==> config.mk <==
export PLATFORM = sky130hd
export DESIGN_NAME = json_string_unescape_utf8
export DESIGN_NICKNAME = d
export VERILOG_FILES = /design/src/hdl/jsu_pkg.sv /design/src/hdl/jsu_decode.sv /design/src/hdl/jsu_serialize.sv /design/src/hdl/json_string_unescape_utf8.sv
export SDC_FILE = /design/constraint.sdc
export NUM_CORES = 1
export LEC_CHECK = 0
export BUFFER_PORTS_ARGS = -buffer_cell sky130_fd_sc_hd__buf_4
export CAP_MARGIN = 5
export CORE_UTILIZATION = 55
export DETAILED_ROUTE_END_ITERATION = 8
export PLACE_DENSITY = 0.76
export SLEW_MARGIN = 30
export SYNTH_ARGS = -nofsm -noshare
export SYNTH_HDL_FRONTEND = slang
export SYNTH_SLANG_ARGS = --single-unit
==> constraint.sdc <==
create_clock -name aclk -period 6.15 [get_ports aclk]
set_clock_uncertainty 0.15 [all_clocks]
set_input_delay 1.5375 -clock aclk [delete_from_list [all_inputs] [get_ports aclk]]
set_output_delay 1.5375 -clock aclk [all_outputs]
set_load 0.005 [all_outputs]
==> src/hdl/jsu_pkg.sv <==
// ----------------------------------------------------------------------------
// jsu_pkg
// Shared types, status codes and helper functions for the JSON string
// unescaper: hex digit decode, result group builders and UTF-8 encoding of one code point.
// ----------------------------------------------------------------------------
`default_nettype none

package jsu_pkg;

    typedef enum logic [3:0] {
        ST_BYTE       = 4'd0,
        ST_CLOSED     = 4'd1,
        ST_UNTERM     = 4'd2,
        ST_END_ESC    = 4'd3,
        ST_SHORT_U    = 4'd4,
        ST_BAD_HEX    = 4'd5,
        ST_NO_LOW     = 4'd6,
        ST_BAD_HEX_LO = 4'd7,
        ST_BAD_LOW    = 4'd8,
        ST_BAD_ESC    = 4'd9,
        ST_CTRL       = 4'd10
    } status_t;

    localparam logic [3:0] ST_MAX = 4'd10;

    // one group of results caused by a single input beat
    typedef struct packed {
        logic [3:0][7:0] data;
        logic [1:0]      last_idx;
        status_t         status;
    } burst_t;

    // bit 4 set: not a hex digit
    function automatic logic [4:0] hex_val(input logic [7:0] c);
        logic [4:0] v;
        v = 5'h10;
        if (c inside {[8'h30:8'h39]}) begin
            v = {1'b0, c[3:0]};
        end else if (c inside {[8'h41:8'h46], [8'h61:8'h66]}) begin
            v = {1'b0, c[3:0] + 4'd9};
        end
        return v;
    endfunction

    function automatic burst_t make_status(input status_t st);
        burst_t b;
        b          = '0;
        b.status   = st;
        return b;
    endfunction

    function automatic burst_t make_byte(input logic [7:0] val);
        burst_t b;
        b         = '0;
        b.data[0] = val;
        b.status  = ST_BYTE;
        return b;
    endfunction

    function automatic burst_t utf8_encode(input logic [20:0] cp);
        burst_t b;
        b        = '0;
        b.status = ST_BYTE;
        if (cp < 21'h80) begin
            b.data[0]  = cp[7:0];
            b.last_idx = 2'd0;
        end else if (cp < 21'h800) begin
            b.data[0]  = 8'hC0 | {3'b0, cp[10:6]};
            b.data[1]  = 8'h80 | {2'b0, cp[5:0]};
            b.last_idx = 2'd1;
        end else if (cp < 21'h10000) begin
            b.data[0]  = 8'hE0 | {4'b0, cp[15:12]};
            b.data[1]  = 8'h80 | {2'b0, cp[11:6]};
            b.data[2]  = 8'h80 | {2'b0, cp[5:0]};
            b.last_idx = 2'd2;
        end else begin
            b.data[0]  = 8'hF0 | {5'b0, cp[20:18]};
            b.data[1]  = 8'h80 | {2'b0, cp[17:12]};
            b.data[2]  = 8'h80 | {2'b0, cp[11:6]};
            b.data[3]  = 8'h80 | {2'b0, cp[5:0]};
            b.last_idx = 2'd3;
        end
        return b;
    endfunction

endpackage

`default_nettype wire

==> src/hdl/jsu_decode.sv <==
// ----------------------------------------------------------------------------
// jsu_decode
// Escape state machine: holds the parse state and turns each accepted beat
// into zero or one result group for the output serializer.
// ----------------------------------------------------------------------------
`default_nettype none

module jsu_decode (
    input  wire logic            aclk,
    input  wire logic            aresetn,
    input  wire logic            accept,
    input  wire logic [7:0]      byte_in,
    input  wire logic            source_end,
    output jsu_pkg::burst_t      burst,
    output logic                 emit
);

    typedef enum logic [2:0] {
        M_TEXT,
        M_ESC,
        M_HEX_HI,
        M_LO_BSL,
        M_LO_U,
        M_HEX_LO
    } mode_t;

    mode_t       mode_reg, mode_next;
    logic [15:0] first_reg, first_next;
    logic [15:0] second_reg, second_next;
    logic [1:0]  count_reg, count_next;
    logic        bad_reg, bad_next;

    logic [4:0]  dval;
    logic [3:0]  nib;
    logic [15:0] unit_hi;
    logic [15:0] unit_lo;

    assign dval    = jsu_pkg::hex_val(byte_in);
    assign nib     = dval[4] ? 4'd0 : dval[3:0];
    assign unit_hi = {first_reg[11:0], nib};
    assign unit_lo = {second_reg[11:0], nib};

    always_comb begin
        mode_next   = mode_reg;
        first_next  = first_reg;
        second_next = second_reg;
        count_next  = count_reg;
        bad_next    = bad_reg;
        emit        = 1'b0;
        burst       = jsu_pkg::make_status(jsu_pkg::ST_BYTE);
        case (mode_reg)
            M_ESC: begin
                emit      = 1'b1;
                mode_next = M_TEXT;
                if (source_end) begin
                    burst = jsu_pkg::make_status(jsu_pkg::ST_END_ESC);
                end else begin
                    case (byte_in)
                        8'h22, 8'h5C, 8'h2F: burst = jsu_pkg::make_byte(byte_in);
                        8'h62: burst = jsu_pkg::make_byte(8'h08);
                        8'h66: burst = jsu_pkg::make_byte(8'h0C);
                        8'h6E: burst = jsu_pkg::make_byte(8'h0A);
                        8'h72: burst = jsu_pkg::make_byte(8'h0D);
                        8'h74: burst = jsu_pkg::make_byte(8'h09);
                        8'h75: begin
                            emit       = 1'b0;
                            mode_next  = M_HEX_HI;
                            first_next = '0;
                            count_next = '0;
                            bad_next   = 1'b0;
                        end
                        default: burst = jsu_pkg::make_status(jsu_pkg::ST_BAD_ESC);
                    endcase
                end
            end
            M_HEX_HI: begin
                if (source_end) begin
                    emit      = 1'b1;
                    mode_next = M_TEXT;
                    burst     = jsu_pkg::make_status(jsu_pkg::ST_SHORT_U);
                end else begin
                    first_next = unit_hi;
                    bad_next   = bad_reg | dval[4];
                    count_next = count_reg + 2'd1;
                    if (count_reg == 2'd3) begin
                        if (bad_reg || dval[4]) begin
                            emit      = 1'b1;
                            mode_next = M_TEXT;
                            burst     = jsu_pkg::make_status(jsu_pkg::ST_BAD_HEX);
                        end else if (unit_hi inside {[16'hD800:16'hDBFF]}) begin
                            mode_next = M_LO_BSL;
                        end else begin
                            emit      = 1'b1;
                            mode_next = M_TEXT;
                            burst     = jsu_pkg::utf8_encode({5'b0, unit_hi});
                        end
                    end
                end
            end
            M_LO_BSL: begin
                if (source_end || byte_in != 8'h5C) begin
                    emit      = 1'b1;
                    mode_next = M_TEXT;
                    burst     = jsu_pkg::make_status(jsu_pkg::ST_NO_LOW);
                end else begin
                    mode_next = M_LO_U;
                end
            end
            M_LO_U: begin
                if (source_end || byte_in != 8'h75) begin
                    emit      = 1'b1;
                    mode_next = M_TEXT;
                    burst     = jsu_pkg::make_status(jsu_pkg::ST_NO_LOW);
                end else begin
                    mode_next   = M_HEX_LO;
                    second_next = '0;
                    count_next  = '0;
                    bad_next    = 1'b0;
                end
            end
            M_HEX_LO: begin
                if (source_end) begin
                    emit      = 1'b1;
                    mode_next = M_TEXT;
                    burst     = jsu_pkg::make_status(jsu_pkg::ST_NO_LOW);
                end else begin
                    second_next = unit_lo;
                    bad_next    = bad_reg | dval[4];
                    count_next  = count_reg + 2'd1;
                    if (count_reg == 2'd3) begin
                        emit      = 1'b1;
                        mode_next = M_TEXT;
                        if (bad_reg || dval[4]) begin
                            burst = jsu_pkg::make_status(jsu_pkg::ST_BAD_HEX_LO);
                        end else if (!(unit_lo inside {[16'hDC00:16'hDFFF]})) begin
                            burst = jsu_pkg::make_status(jsu_pkg::ST_BAD_LOW);
                        end else begin
                            burst = jsu_pkg::utf8_encode(21'h10000
                                + {1'b0, first_reg[9:0], unit_lo[9:0]});
                        end
                    end
                end
            end
            default: begin
                emit      = 1'b1;
                mode_next = M_TEXT;
                if (source_end) begin
                    burst = jsu_pkg::make_status(jsu_pkg::ST_UNTERM);
                end else if (byte_in == 8'h22) begin
                    burst = jsu_pkg::make_status(jsu_pkg::ST_CLOSED);
                end else if (byte_in == 8'h5C) begin
                    emit      = 1'b0;
                    mode_next = M_ESC;
                end else if (byte_in < 8'h20) begin
                    burst = jsu_pkg::make_status(jsu_pkg::ST_CTRL);
                end else begin
                    burst = jsu_pkg::make_byte(byte_in);
                end
            end
        endcase
    end

    always_ff @(posedge aclk) begin
        if (!aresetn) begin
            mode_reg   <= M_TEXT;
            first_reg  <= '0;
            second_reg <= '0;
            count_reg  <= '0;
            bad_reg    <= 1'b0;
        end else if (accept) begin
            mode_reg   <= mode_next;
            first_reg  <= first_next;
            second_reg <= second_next;
            count_reg  <= count_next;
            bad_reg    <= bad_next;
        end
    end

endmodule

`default_nettype wire

==> src/hdl/jsu_serialize.sv <==
// ----------------------------------------------------------------------------
// jsu_serialize
// Result register: holds one group of up to four result beats and sends
// them one per cycle while m_tready is high, flagging the group's last beat.
// ----------------------------------------------------------------------------
`default_nettype none

module jsu_serialize (
    input  wire logic            aclk,
    input  wire logic            aresetn,
    input  wire logic            load,
    input  wire jsu_pkg::burst_t burst,
    output logic                 free,
    output logic                 m_tvalid,
    input  wire logic            m_tready,
    output logic [7:0]           m_tdata,
    output logic [3:0]           m_tuser,
    output logic                 m_tlast
);

    jsu_pkg::burst_t burst_reg;
    logic            valid_reg;
    logic [1:0]      idx_reg;

    assign m_tvalid = valid_reg;
    assign m_tdata  = burst_reg.data[idx_reg];
    assign m_tuser  = burst_reg.status;
    assign m_tlast  = (idx_reg == burst_reg.last_idx);
    assign free     = !valid_reg || (m_tready && m_tlast);

    always_ff @(posedge aclk) begin
        if (!aresetn) begin
            valid_reg <= 1'b0;
            idx_reg   <= '0;
        end else if (load) begin
            valid_reg <= 1'b1;
            idx_reg   <= '0;
        end else if (valid_reg && m_tready) begin
            if (m_tlast) begin
                valid_reg <= 1'b0;
            end
            idx_reg <= idx_reg + 2'd1;
        end
    end

    always_ff @(posedge aclk) begin
        if (load) begin
            burst_reg <= burst;
        end
    end

endmodule

`default_nettype wire

==> src/hdl/json_string_unescape_utf8.sv <==
// ----------------------------------------------------------------------------
// json_string_unescape_utf8
// Decodes a JSON string body byte stream into raw UTF-8 bytes.
//
// Input beat: s_tdata[7:0] is the next body byte (after the opening quote),
// s_tuser[0] marks the end of the source text (no byte in that beat).
// Result beat: m_tdata[7:0] is a decoded byte when m_tuser is 0; otherwise
// m_tuser is a status (closed, unterminated or one of the error codes) and
// m_tdata is 0. m_tlast marks the final result of one input beat.
// Escapes emit nothing until complete; a \u escape or a surrogate pair
// emits one to four UTF-8 beats at once, other beats emit one result.
// The first result beat is registered and valid the cycle after acceptance.
// Throughput: one input beat per cycle while each gives at most one result
// and m_tready is high; a beat giving several results holds the input until
// the single result register has sent them all, one per cycle while m_tready is high.
// Reset returns to plain text state with no result pending.
// When the receiver stalls, the result beat holds and s_tready drops once
// the result register cannot take the next group.
// After closed or any error the next beat starts a new string body.
// ----------------------------------------------------------------------------
`default_nettype none

module json_string_unescape_utf8 (
    input  wire logic       aclk,
    input  wire logic       aresetn,
    input  wire logic       s_tvalid,
    output logic            s_tready,
    input  wire logic [7:0] s_tdata,   // [7:0] byte_in
    input  wire logic [0:0] s_tuser,   // [0] source_end
    output logic            m_tvalid,
    input  wire logic       m_tready,
    output logic [7:0]      m_tdata,   // [7:0] out_byte
    output logic [3:0]      m_tuser,   // [3:0] status
    output logic            m_tlast
);

    jsu_pkg::burst_t burst;
    logic            emit;
    logic            free;
    logic            accept;

    assign s_tready = free;
    assign accept   = s_tvalid && free;

    jsu_decode u_decode (
        .aclk       (aclk),
        .aresetn    (aresetn),
        .accept     (accept),
        .byte_in    (s_tdata),
        .source_end (s_tuser[0]),
        .burst      (burst),
        .emit       (emit)
    );

    jsu_serialize u_serialize (
        .aclk     (aclk),
        .aresetn  (aresetn),
        .load     (accept && emit),
        .burst    (burst),
        .free     (free),
        .m_tvalid (m_tvalid),
        .m_tready (m_tready),
        .m_tdata  (m_tdata),
        .m_tuser  (m_tuser),
        .m_tlast  (m_tlast)
    );

endmodule

`default_nettype wire

# Word level (Yosys, flattened, before mapping)
# Index checks and enable logic that the tools add are counted.
op_classes:
  reduce_logical: 28
  n_lt_le_gt_ge: 17
  add_sub_neg: 4
  bitwise_logic: 2
  n_mux: 80
  eq_ne: 26
op_table:
  columns: ["cell", "n"]
  rows:
  - ["38-bit 2-to-1 mux", 12]
  - ["38-bit case mux with 5 select lines", 1]
  - ["14-bit case mux with 7 select lines", 1]
  - ["12-bit 2-to-1 mux", 5]
  - ["8-bit by 7-bit equality test with 1-bit output, second input constant", 7]
  - ["16-bit 2-to-1 mux", 3]
  - ["24-bit 2-to-1 mux", 2]
  - ["12-bit case mux with 2 select lines", 2]
  - ["3-bit 2-to-1 mux", 12]
  - ["16-bit greater-or-equal comparator, second input constant", 2]
  - ["16-bit <= comparator, second input constant", 2]
  - ["8-bit 2-to-1 mux", 3]
  - ["17-bit by 20-bit adder with 21-bit output, first input constant", 1]
  - ["21-bit by 12-bit < comparator with 1-bit output, second input constant", 1]
  - ["21-bit by 17-bit < comparator with 1-bit output, second input constant", 1]
  - ["21-bit by 8-bit < comparator with 1-bit output, second input constant", 1]
  - ["1-bit 2-to-1 mux", 21]
  - ["10-bit 2-to-1 mux", 2]
  - ["18-bit 2-to-1 mux", 1]
  - ["8-bit binary-select mux with 2-bit select", 1]
  - ["8-bit by 6-bit equality test with 1-bit output, second input constant", 2]
  - ["8-bit by 7-bit greater-or-equal comparator with 1-bit output, second input constant", 2]
  - ["8-bit by 7-bit <= comparator with 1-bit output, second input constant", 2]
  - ["16-bit by 12-bit < comparator with 1-bit output, second input constant", 1]
  - ["other kinds (37)", 69]
word_totals:
  input_bits: 13
  out_inout_bits: 15
  elab_cells: 170
  reg_bits: 71

# Depth between registers and ports, before layout
# Gate-level depths: netlist (run 1).
logic_depth:
  ltp_word: 16
  mapped_depth: 10
  depth_no_buf: 10

# Modules after synthesis
# A second synthesis (run 1) with hierarchy kept.
unflattened:
  cells_unflattened: 539
  hier_area_um2: 4752.1
modules_own_cells:
  columns: ["mod", "instances", "area_each_um2", "seq_area_each_um2", "cells_per_inst"]
  rows:
  - ["jsu_decode", 1, 3218.1, 600.6, 467]
  - ["jsu_serialize", 1, 1521.5, 1201.2, 70]
  - ["json_string_unescape_utf8", 1, 12.5, 0.0, 2]

# Worst setup path after synthesis (run 1)
# No wires, ideal clock.
synth_timing:
  kind: "in2reg"
  startpoint: "in s_tdata[0]"
  endpoint: "reg u_serialize.burst_reg[10] in the netlist's numbering, enable pin"
  t_required_ns: 5.520
  t_arrival_ns: 5.600
  n_path_buf: 0
  path_slack_ns: -0.079
  setup_ns: 0.480
  path_stages: 8
  path_cell_list: "inv_1 ha_1 nor3b_1 nor3_1 a21oi_1 nor3_4 o221ai_1 nor3b_1"
synth_between:
  elab_chain_cells: 14
  word_cells_on_any_way: 38
  cone_classes: "1 x add/sub; 8 x order compare; 5 x eq/ne; 15 x mux; 9 x reduce/logical"
synth_lines:
  columns: ["element", "line_no", "source"]
  rows:
  - ["from (decl)", "json_string_unescape_utf8.sv:28", "input wire logic [7:0] s_tdata,"]
  - ["8-bit by 7-bit greater-or-equal comparator with 1-bit output or 8-bit by 7-bit <= comparator with 1-bit output (tied branches)", "jsu_pkg.sv:39", "end else if (c inside {[8'h41:8'h46], [8'h61:8'h66]}) begin"]
  - ["1-bit logical AND", "jsu_pkg.sv:39", null]
  - ["2-bit nonzero test", "jsu_pkg.sv:39", null]
  - ["5-bit 2-to-1 mux", "jsu_pkg.sv:39", null]
  - ["5-bit 2-to-1 mux", "jsu_pkg.sv:37", "if (c inside {[8'h30:8'h39]}) begin"]
  - ["4-bit 2-to-1 mux", "jsu_decode.sv:39", "assign nib = dval[4] ? 4'd0 : dval[3:0];"]
  - ["16-bit greater-or-equal comparator or 16-bit <= comparator (tied branches)", "jsu_decode.sv:90", "end else if (unit_hi inside {[16'hD800:16'hDBFF]}) begin"]
  - ["1-bit logical AND", "jsu_decode.sv:90", null]
  - ["1-bit 2-to-1 mux", "jsu_decode.sv:90", null]
  - ["1-bit 2-to-1 mux", "jsu_decode.sv:86", "if (bad_reg || dval[4]) begin"]
  - ["1-bit 2-to-1 mux", "jsu_decode.sv:85", "if (count_reg == 2'd3) begin"]
  - ["1-bit 2-to-1 mux", "jsu_decode.sv:77", "if (source_end) begin"]
  - ["1-bit case mux with 5 select lines *", "jsu_decode.sv:51", "case (mode_reg)"]
  - ["1-bit logical AND *", "json_string_unescape_utf8.sv:58", ".load (accept && emit),"]
  - ["named net u_serialize.load", "jsu_serialize.sv:11", "input wire logic load,"]
  - ["to (signal assigned)", "jsu_serialize.sv:48", "burst_reg <= burst;"]
  - ["to (decl)", "jsu_serialize.sv:21", "jsu_pkg::burst_t burst_reg;"]
# The timed path passes the listed nets; every way through them passes the cells marked *.
# A chain may end at the register's enable or synchronous reset.

# Worst setup path after layout (run 1)
layout_timing:
  startpoint: "in s_tdata[0]"
  endpoint: "reg u_serialize.burst_reg[30] in the netlist's numbering, enable pin"
# Same word-level chain as after synthesis.

==> impl_metrics.ini, run 1 <==
[timing]
drv_slew = 0
unrepaired_setup_endpoints_after_global_routing = false
worst_relative_slew_slack = 0.371
timing.final.hold_violations = 0
min_period_over_period = 0.703
fin_tns_setup_ns = 0
layout_min_cycle_time_ns = 4.32
maxClockFrequency_mhz = 231
setup_violations = 0
setup_ws_ns = 1.83
worst_pin_slew_ns = 0.942

[die]
die_w_um = 90.5
floorplan.initialDensity = 0.582
core.rowCount = 31
dieHeight_um = 90.5
dieArea_um2 = 8190
io_pins = 28
coreArea_um2 = 7410

[pwr]
cellPowerDensity_nw_per_um2 = 213
static-leakage-power_uw = 0.00167
max-vdd-ir-drop_v = 0.000148
pwr-share-clk = 0.367
power_report.internal_total_uw = 736
sw_frac_of_total = 0.272
combPwrFrac = 0.131
share_seq_of_total_power = 0.502
net-switching-power_uw = 274

[setup_path]
timing.critical_path.slowest_stage_cell = sky130_fd_sc_hd__a21oi_1
critPathMostFrequentCell = sky130_fd_sc_hd__buf_4
cp-end-kind = flip-flop
worstSetupPathType = primary input to flip-flop
path_delay_family = simple AND/OR/NAND/NOR gates
cp_data_arrival_time_ns = 4.18
critical_path.n_buffers_inverters = 3
worst-endpoint-required_ns = 6.01
cp_slowest_stage_delay_ns = 0.45
critPathMaxFanout = 34
worstPathCellList = buf_4 > inv_1 > ha_1 > nor3b_1 > nor3_1 > a21oi_1 > nor3_4 > o221ai_1 > nor3b_4 > buf_4
kind_of_launch_point_of_the_worst_setup_path = primary input

[final_layout]
antenna_cells = 0
layout-drive-gt1-share = 0.145
finish.net_count = 521
multi_input_gate_area_um2 = 2450
finish.instance_area_um2 = 4740
fill_cells = 617
largest_register_ffs = 30
seq_area_um2 = 1680
syn_to_final_growth_pct = 9.93

[clock_tree]
worst_skew_pair.late_latency_ns = 0.36
post-cts-setup-buffers = 0
cts_sinks = 67
htree_num_levels = 3
post_cts_resized = 0
clk_transition_reported_paths_ns = 0.08
clock_root_cell = sky130_fd_sc_hd__clkbuf_8
clockBufferDepth = 2
tritoncts.num_buffers = 9
cts_tree = done
holdBufCountCts = 0

[synth]
synthDominantCellAreaShare = 0.237
synth_compound_area_frac = 0.236
avgSynthCellArea_um2 = 8.76
yosys_warnings = 0
synth_cell_type_count = 76
syn_nets = 513
async_flop_share = 0
synth_area_um2 = 4310
synthFlopType = sky130_fd_sc_hd__edfxtp_1
syn-instance-count = 492
synth_simple_gate_area_frac = 0.255
synth.ff_latch_count = 67
ys_top_cells_by_area = sky130_fd_sc_hd__edfxtp_1, sky130_fd_sc_hd__dfxtp_1, sky130_fd_sc_hd__a21oi_1
synth_xor_area_frac = 0.00813
post_synth_fa_ha_maj_area_fraction = 0.0232
synth.yosys.seq_area_share = 0.390
number_of_enable_type_register_cells_in_the_synthesized_netlist = 34
synthMuxAreaShare = 0.0415
synth_top_family_by_area = simple AND/OR/NAND/NOR gates
synth_largest_area_cell = sky130_fd_sc_hd__edfxtp_1

[routing]
drtAntennaViolNets = 0
first_pass_iters = 6
wire_per_inst_um = 20.0
post-route-drc-count = 0
detail_route.vias_per_cell = 6.67
drtIter0Drc = 550
vias = 4029
drt_wl_total_mm = 12.1

[grt]
maximum_number_of_pins_on_one_net_before_global_route_repair = 35
grt_usage = 0.302
grt_pass1_vias = 3610
number_of_antenna_violations_at_the_first_check_in_global_routing = 0
overflow = 0
grt_pass1_wl_mm = 19.1

[min_path]
hold_class = flip-flop to flip-flop

[placement]
placement.cell_area_um2 = 4540
dp_hpwl_mm = 9.05
place_worst_setup_slack_ns = 1.44
portBuffers = 27
routabilityCongestion = 0.945

[run]
cap_violations = 0

[status]
outcome = completed
==> power by group through the flow <==
| stage | clock network [uW] | logic [uW] | registers (uW) |
|---|---|---|---|
| finish | 371 | 132 | 507 |
| floorplan | 0 | 90.2 | 507 |
| global route | 390 | 143 | 511 |
| CTS | 371 | 131 | 507 |
| detailed placement | 0 | 130 | 518 |
| global placement | 0 | 129 | 516 |
==> cell usage in the layout, fill, tap and decap left out, drive strengths merged, types with 8 or more instances in the layout <==
cell type and instances:
a211oi 8, a21oi 48, a22oi 8, and3 12
buf 31, clkbuf 9, dfxtp 33, edfxtp 34
ha 8, inv 13, nand2 58, nand3 28
nor2 42, nor3 23, nor4 9, o21ai 25
==> routing by layer <==
layer | part of all wire | wire [um] | GRT usage | vias up
li1 | - | - | - | 1877
met1 | 0.44 | 5260 | 0.427 | 1870
met2 | 0.45 | 5400 | 0.455 | 236
met3 | 0.077 | 930 | 0.0404 | 46
met4 | 0.039 | 476 | 0.151 | 0
met5 | 0 | 0 | 0 | -
==> through the flow <==
stage          total power [uW]  cells   util  hold slack [ns]
2_1_floorplan               597    492      -            0.277
3_3_place_gp                645    588  0.611            0.286
3_5_place_dp                648    588  0.612            0.296
4_1_cts                    1010    604  0.640            0.309
5_1_grt                    1040    604  0.640            0.329
6_report                   1010    604  0.640            0.307
==> worst min-delay path: stages (launching register included) <==
cell and delay (ns):
sky130_fd_sc_hd__dfxtp_1 0.31, sky130_fd_sc_hd__nand2_1 0.05, sky130_fd_sc_hd__a21oi_1 0.05
==> synthesized netlist by cell type, drive strengths merged (3+ instances only) <==
| master | n |
|---|---|
| a211oi | 8 |
| nor3b | 5 |
| edfxtp | 34 |
| a22o | 5 |
| nor2b | 3 |
| nand2b | 5 |
| nor3 | 23 |
| or3 | 4 |
| nand4b | 3 |
| a22oi | 8 |
| a221o | 5 |
| and2 | 5 |
| a31oi | 3 |
| and3 | 12 |
| ha | 8 |
| o21ai | 25 |
| a21o | 7 |
| nor2 | 42 |
| o211ai | 4 |
| inv | 12 |
| nor4 | 9 |
| clkbuf | 25 |
| o221ai | 4 |
| a32o | 3 |
| a21boi | 3 |
| mux4 | 7 |
| nand2 | 58 |
| buf | 9 |
| nand4 | 5 |
| a21oi | 48 |
| nand3 | 28 |
| dfxtp | 33 |
==> path summary, 6_finish.rpt <==
check / end / slack, ns / from / depth (start not counted)
worst max-delay path: u_serialize.burst_reg[30] / 1.83 / s_tdata[0] / 10
worst min-delay path: u_decode.second_reg[11] / 0.31 / u_decode.second_reg[11] / 2
worst max register to register: u_serialize.burst_reg[30] / 2.96 / u_decode.mode_reg[1] / 6
worst min register to register: u_decode.second_reg[11] / 0.31 / u_decode.second_reg[11] / 2
==> final cells by class <==
cell class / instances / share of cell area
Clock buffer: 9 / 0.0261
Clock inverter: 7 / 0.0164
Inverter: 12 / 0.00951
Multi-Input combinational cell: 379 / 0.518
Sequential cell: 67 / 0.355
Tap cell: 99 / 0.0261
Timing Repair Buffer: 31 / 0.0491
==> logic make-up after synthesis <==
logic type / Yosys count
DFF: 67
AOI/OAI and AO/OA: 146
and+or+nand+nor: 212
muxes: 9
xor gates and xnor gates: 4
adders and majority gates: 8
buffers and inverters: 46
Note: power is estimated with default switching activity, not from simulation.
==> inputs of run 2 (changes only) <==
Settings changed: ABC_AREA set to 1.
Clock period 6.15 ns to 3.7 ns, I/O delays scaled along.
==> impl_metrics.ini, run 2 <==
[die]
die_w_um = 91.7
io_pins = 28
dieHeight_um = 91.7
dieArea_um2 = 8410
floorplan.initialDensity = 0.570
coreArea_um2 = 7770
core.rowCount = 32

[synth]
synthDominantCellAreaShare = 0.231
synth_area_um2 = 4420
yosys_warnings = 0
syn-instance-count = 644
async_flop_share = 0
synth_largest_area_cell = sky130_fd_sc_hd__edfxtp_1
synth.yosys.seq_area_share = 0.380
synth_cell_type_count = 43
most_numerous_cell_in_the_yosys_netlist = sky130_fd_sc_hd__nand2_1
number_of_enable_type_register_cells_in_the_synthesized_netlist = 34
syn_nets = 665
synth_common_cells = sky130_fd_sc_hd__nand2_1, sky130_fd_sc_hd__nor2_1, sky130_fd_sc_hd__inv_1
synth.ff_latch_count = 67
ys_top_cells_by_area = sky130_fd_sc_hd__edfxtp_1, sky130_fd_sc_hd__dfxtp_1, sky130_fd_sc_hd__nand2_1
synthFlopType = sky130_fd_sc_hd__edfxtp_1
avgSynthCellArea_um2 = 6.87

[grt]
number_of_antenna_violations_at_the_first_check_in_global_routing = 0
maximum_number_of_pins_on_one_net_before_global_route_repair = 35
grt_usage = 0.309
grt_pass1_wl_mm = 20.2
grt_pass1_vias = 4113
overflow = 0

[placement]
placement.cell_area_um2 = 4660
dp_hpwl_mm = 9.47
routabilityCongestion = 0.973
portBuffers = 27
place_worst_setup_slack_ns = 0.256

[timing]
fin_tns_setup_ns = 0
min_period_over_period = 0.850
drv_slew = 0
timing.final.hold_violations = 0
unrepaired_setup_endpoints_after_global_routing = false
setup_ws_ns = 0.554
maxClockFrequency_mhz = 318
layout_min_cycle_time_ns = 3.15
setup_violations = 0
worst_hold_slack_ns = 0.318
worst_relative_slew_slack = 0.455
worst_pin_slew_ns = 0.813

[routing]
vias = 4464
wire_per_inst_um = 16.1
post-route-drc-count = 0
first_pass_iters = 5
detail_route.vias_per_cell = 5.79
drt_wl_total_mm = 12.4
drtAntennaViolNets = 0
drtIter0Drc = 414

[setup_path]
cp_data_arrival_time_ns = 3.06
cp_slowest_stage_delay_ns = 0.36
rrSetupSlack_ns = 0.57
path_delay_family = simple AND/OR/NAND/NOR gates
reg2reg_depth = 11
critPathMostFrequentCell = sky130_fd_sc_hd__nand2_1
timing.critical_path.slowest_stage_cell = sky130_fd_sc_hd__a21oi_2
worst-endpoint-required_ns = 3.61
cp-end-kind = flip-flop
kind_of_launch_point_of_the_worst_setup_path = primary input
worstReg2RegEnd = u_serialize.burst_reg[17]
worstPathCellList = buf_4 > inv_1 > ha_1 > nand3b_1 > nand3_2 > nor2_1 > a21oi_2 > nand3_1 > nand2_1 > nand4_1 > nand2_1 > nand2_1 > nand2_1 > inv_1 > buf_4
worstSetupPathType = primary input to flip-flop
critPathMaxFanout = 34
worst_r2r_startpoint = u_decode.first_reg[6]
critical_path.n_buffers_inverters = 4

[final_layout]
finish.instance_area_um2 = 4900
finish.net_count = 685
layout.core_utilization = 0.631
antenna_cells = 0
layout-drive-gt1-share = 0.108
syn_to_final_growth_pct = 10.7
mostFrequentLayoutCell = sky130_fd_sc_hd__nand2_1
most-common-layout-cells = sky130_fd_sc_hd__nand2_1, sky130_fd_sc_hd__nor2_1, sky130_fd_sc_hd__inv_1
largest_register_ffs = 30

[pwr]
net-switching-power_uw = 399
static-leakage-power_uw = 0.00201
sw_frac_of_total = 0.234
pwr-share-clk = 0.437
max-vdd-ir-drop_v = 0.000203
combPwrFrac = 0.086
power_report.internal_total_uw = 1310
share_seq_of_total_power = 0.478
cellPowerDensity_nw_per_um2 = 348

[clock_tree]
clock_root_cell = sky130_fd_sc_hd__clkbuf_8
post-cts-setup-buffers = 0
cts_sinks = 67
htree_num_levels = 3
tritoncts.num_buffers = 9
holdBufCountCts = 0
cts_tree = done
worst_skew_pair.late_latency_ns = 0.36
clockBufferDepth = 2
clk_transition_reported_paths_ns = 0.08
post_cts_resized = 0

[min_path]
timing.hold.worst.start = u_decode.second_reg[11]
whs_endpoint = u_decode.second_reg[11]
hold_class = flip-flop to flip-flop
worst_hold_path.num_cells = 2

[status]
outcome = completed

[run]
cap_violations = 0
run 2: worst max-delay path by stage:
stage,startpoint,endpoint,slack (ns),cells past startpoint
after detailed placement,s_tdata[0],u_serialize.burst_reg[34],0.26,15
final,s_tdata[0],u_serialize.m_tuser[1],0.55,15
after floorplan,s_tdata[0],u_serialize.burst_reg[10],0.32,14
after global routing,u_decode.first_reg[6],u_serialize.burst_reg[17],0.32,11
after global placement,s_tdata[0],u_serialize.burst_reg[17],0.31,15
after CTS,s_tdata[0],u_serialize.m_tuser[3],0.62,15
run 2: worst min-delay path: cells and delay by family (launching register included):
| family | cells | cell delay [ns] |
|---|---|---|
| flip-flops | 1 | 0.31 |
| AND/OR/NAND/NOR | 1 | 0.06 |
| AO/OA/AOI/OAI | 1 | 0.05 |
run 2: cells by family after synthesis:
family	share of synthesized area
buf+inv	0.0976
flops	0.380
xor+xnor	0.00792
simple gates	0.326
fa+ha+maj	0.0226
compound gates	0.165
run 2: final cells by class:
type	count	area (um2)
clock buffer	10	128
sequential	67	1680
timing repair buffer	33	248
tap	102	128
clock inverter	6	113
multi-input combinational	477	2320
fill	719	2870
inverter	76	285
run 2: metrics by stage:
| step | total power (uW) | instances |
|---|---|---|
| after global placement | 975 | 755 |
| final | 1710 | 771 |
| after detailed placement | 975 | 755 |
| after floorplan | 915 | 644 |
| after global routing | 1760 | 771 |
| after CTS | 1710 | 771 |
run 2: power groups by stage:
stage          registers, uW  clock network (uW)  logic, uW
2_1_floorplan            827                   0       87.5
3_3_place_gp             832                   0        143
3_5_place_dp             832                   0        143
4_1_cts                  815                 751        144
5_1_grt                  817                 783        159
6_report                 815                 745        146
run 2: metal layers:
| layer | global-route usage | wire length (um) |
|---|---|---|
| met4 | 0.103 | 218 |
| met2 | 0.492 | 5600 |
| met5 | 0 | 0 |
| met1 | 0.433 | 5570 |
| met3 | 0.0456 | 1020 |
==> inputs of run 3 (changes only) <==
Settings changed: CORE_UTILIZATION 55 to 50, PLACE_DENSITY 0.76 to 0.7.
Clock period 3.7 ns to 2.6 ns, I/O delays scaled along.
==> impl_metrics.ini, run 3 (synthesis gave the netlist of run 2 again) <==
[status]
outcome = completed

[setup_path]
worst-endpoint-required_ns = 1.80
cp_data_arrival_time_ns = 1.75
critPathMaxFanout = 11
kind_of_launch_point_of_the_worst_setup_path = flip-flop
rrSetupSlack_ns = 0.11
cp-end-kind = output port
worstSetupPathType = flip-flop to output port

[run]
cap_violations = 0

[final_layout]
mostFrequentLayoutCell = sky130_fd_sc_hd__nand2_1
most-common-layout-cells = sky130_fd_sc_hd__nand2_1, sky130_fd_sc_hd__buf_4, sky130_fd_sc_hd__nor2_1
syn_to_final_growth_pct = 26.0
layout-drive-gt1-share = 0.225
largest_register_ffs = 30
antenna_cells = 0
finish.net_count = 759
post_layout_nonfiller_instances = 848
fill_cells = 729

[routing]
drtAntennaViolNets = 0
drt_wl_total_mm = 13.7
vias = 4830
first_pass_iters = 5
detail_route.vias_per_cell = 5.70
post-route-drc-count = 0
wire_per_inst_um = 16.2
drtIter0Drc = 411

[grt]
number_of_antenna_violations_at_the_first_check_in_global_routing = 0
grt_usage = 0.313
maximum_number_of_pins_on_one_net_before_global_route_repair = 35
grt_pass1_vias = 4312
grt_pass1_wl_mm = 21.2
overflow = 0

[pwr]
net-switching-power_uw = 617
combPwrFrac = 0.113
power_report.internal_total_uw = 1790
max-vdd-ir-drop_v = 0.000268
static-leakage-power_uw = 0.00238
cellPowerDensity_nw_per_um2 = 431
share_seq_of_total_power = 0.481
report.power.total_uw = 2410
pwr-share-clk = 0.406
sw_frac_of_total = 0.257

[timing]
maxClockFrequency_mhz = 392
timing.final.hold_violations = 0
setup_violations = 0
drv_slew = 0
min_period_over_period = 0.980
layout_min_cycle_time_ns = 2.55
worst_hold_slack_ns = 0.320
unrepaired_setup_endpoints_after_global_routing = false
worst_pin_slew_ns = 0.610
worst_relative_slew_slack = 0.592

[die]
io_pins = 28
core.rowCount = 33
dieHeight_um = 96.1
coreArea_um2 = 8380
die_w_um = 96.1
dieArea_um2 = 9230
floorplan.initialDensity = 0.528

[clock_tree]
clk_transition_reported_paths_ns = 0.08
cts_tree = done
post-cts-setup-buffers = 0
holdBufCountCts = 0
htree_num_levels = 3
cts_sinks = 67
clockBufferDepth = 2
worst_skew_pair.late_latency_ns = 0.36
tritoncts.num_buffers = 9
clock_root_cell = sky130_fd_sc_hd__clkbuf_8

[placement]
dp_hpwl_mm = 10.5
place_inst = 832
portBuffers = 27
routabilityCongestion = 0.981

[min_path]
hold_class = flip-flop to flip-flop
[run 3: power groups by stage]
stage,combinational [uW],clock [uW],sequential [uW]
floorplan,134,0,1180
global placement,262,0,1180
detailed placement,264,0,1180
CTS,266,979,1160
global route,294,1020,1160
finish,272,977,1160
[run 3: path summary, 6_finish.rpt]
kind | from | end | cells past startpoint
setup / recovery | u_serialize.idx_reg[1] | s_tready | 6
hold / removal | u_decode.second_reg[9] | u_decode.second_reg[9] | 2
setup reg to reg | u_decode.first_reg[6] | u_serialize.burst_reg[10] | 11
hold reg to reg | u_decode.second_reg[9] | u_decode.second_reg[9] | 2
[run 3: routing by layer]
layer | wire length (um) | share of wire | global-route usage
met3 | 1130 | 0.083 | 0.0482
met4 | 315 | 0.023 | 0.117
met2 | 6120 | 0.45 | 0.493
met1 | 6140 | 0.45 | 0.431
met5 | 0 | 0 | 0
[run 3: what timing repair did]
item	4_1_cts	5_1_grt
resized for setup	1	9
gates cloned	0	0
setup endpoints to repair	1	60
pin swaps	0	1
[run 3: final cells by class]
type,instances,area (um2),area share
sequential,67,1690,0.302
timing repair buffer,107,841,0.151
tap,105,131,0.0236
multi-input combinational,477,2380,0.427
clock buffer,13,204,0.0366
inverter,76,312,0.0559
clock inverter,3,20.0,0.00359
[run 3: through the flow]
stage           util  setup slack, ns  setup TNS, ns  cell area [um2]
2_1_floorplan      -           -0.260          -8.82             4500
3_3_place_gp   0.635           -0.239          -6.59             5330
3_5_place_dp   0.635           -0.210          -9.65             5330
4_1_cts        0.662          0.00439              0             5550
5_1_grt        0.665        0.0000409              0             5580
6_report       0.665           0.0521              0             5580
[run 3: critical path: stages (launching register included)]
cell and delay (ns):
sky130_fd_sc_hd__dfxtp_2 0.38, sky130_fd_sc_hd__or2_2 0.32, sky130_fd_sc_hd__a21boi_2 0.18, sky130_fd_sc_hd__nand2_1 0.08, sky130_fd_sc_hd__nand2_1 0.17, sky130_fd_sc_hd__buf_4 0.16
sky130_fd_sc_hd__buf_4 0.10
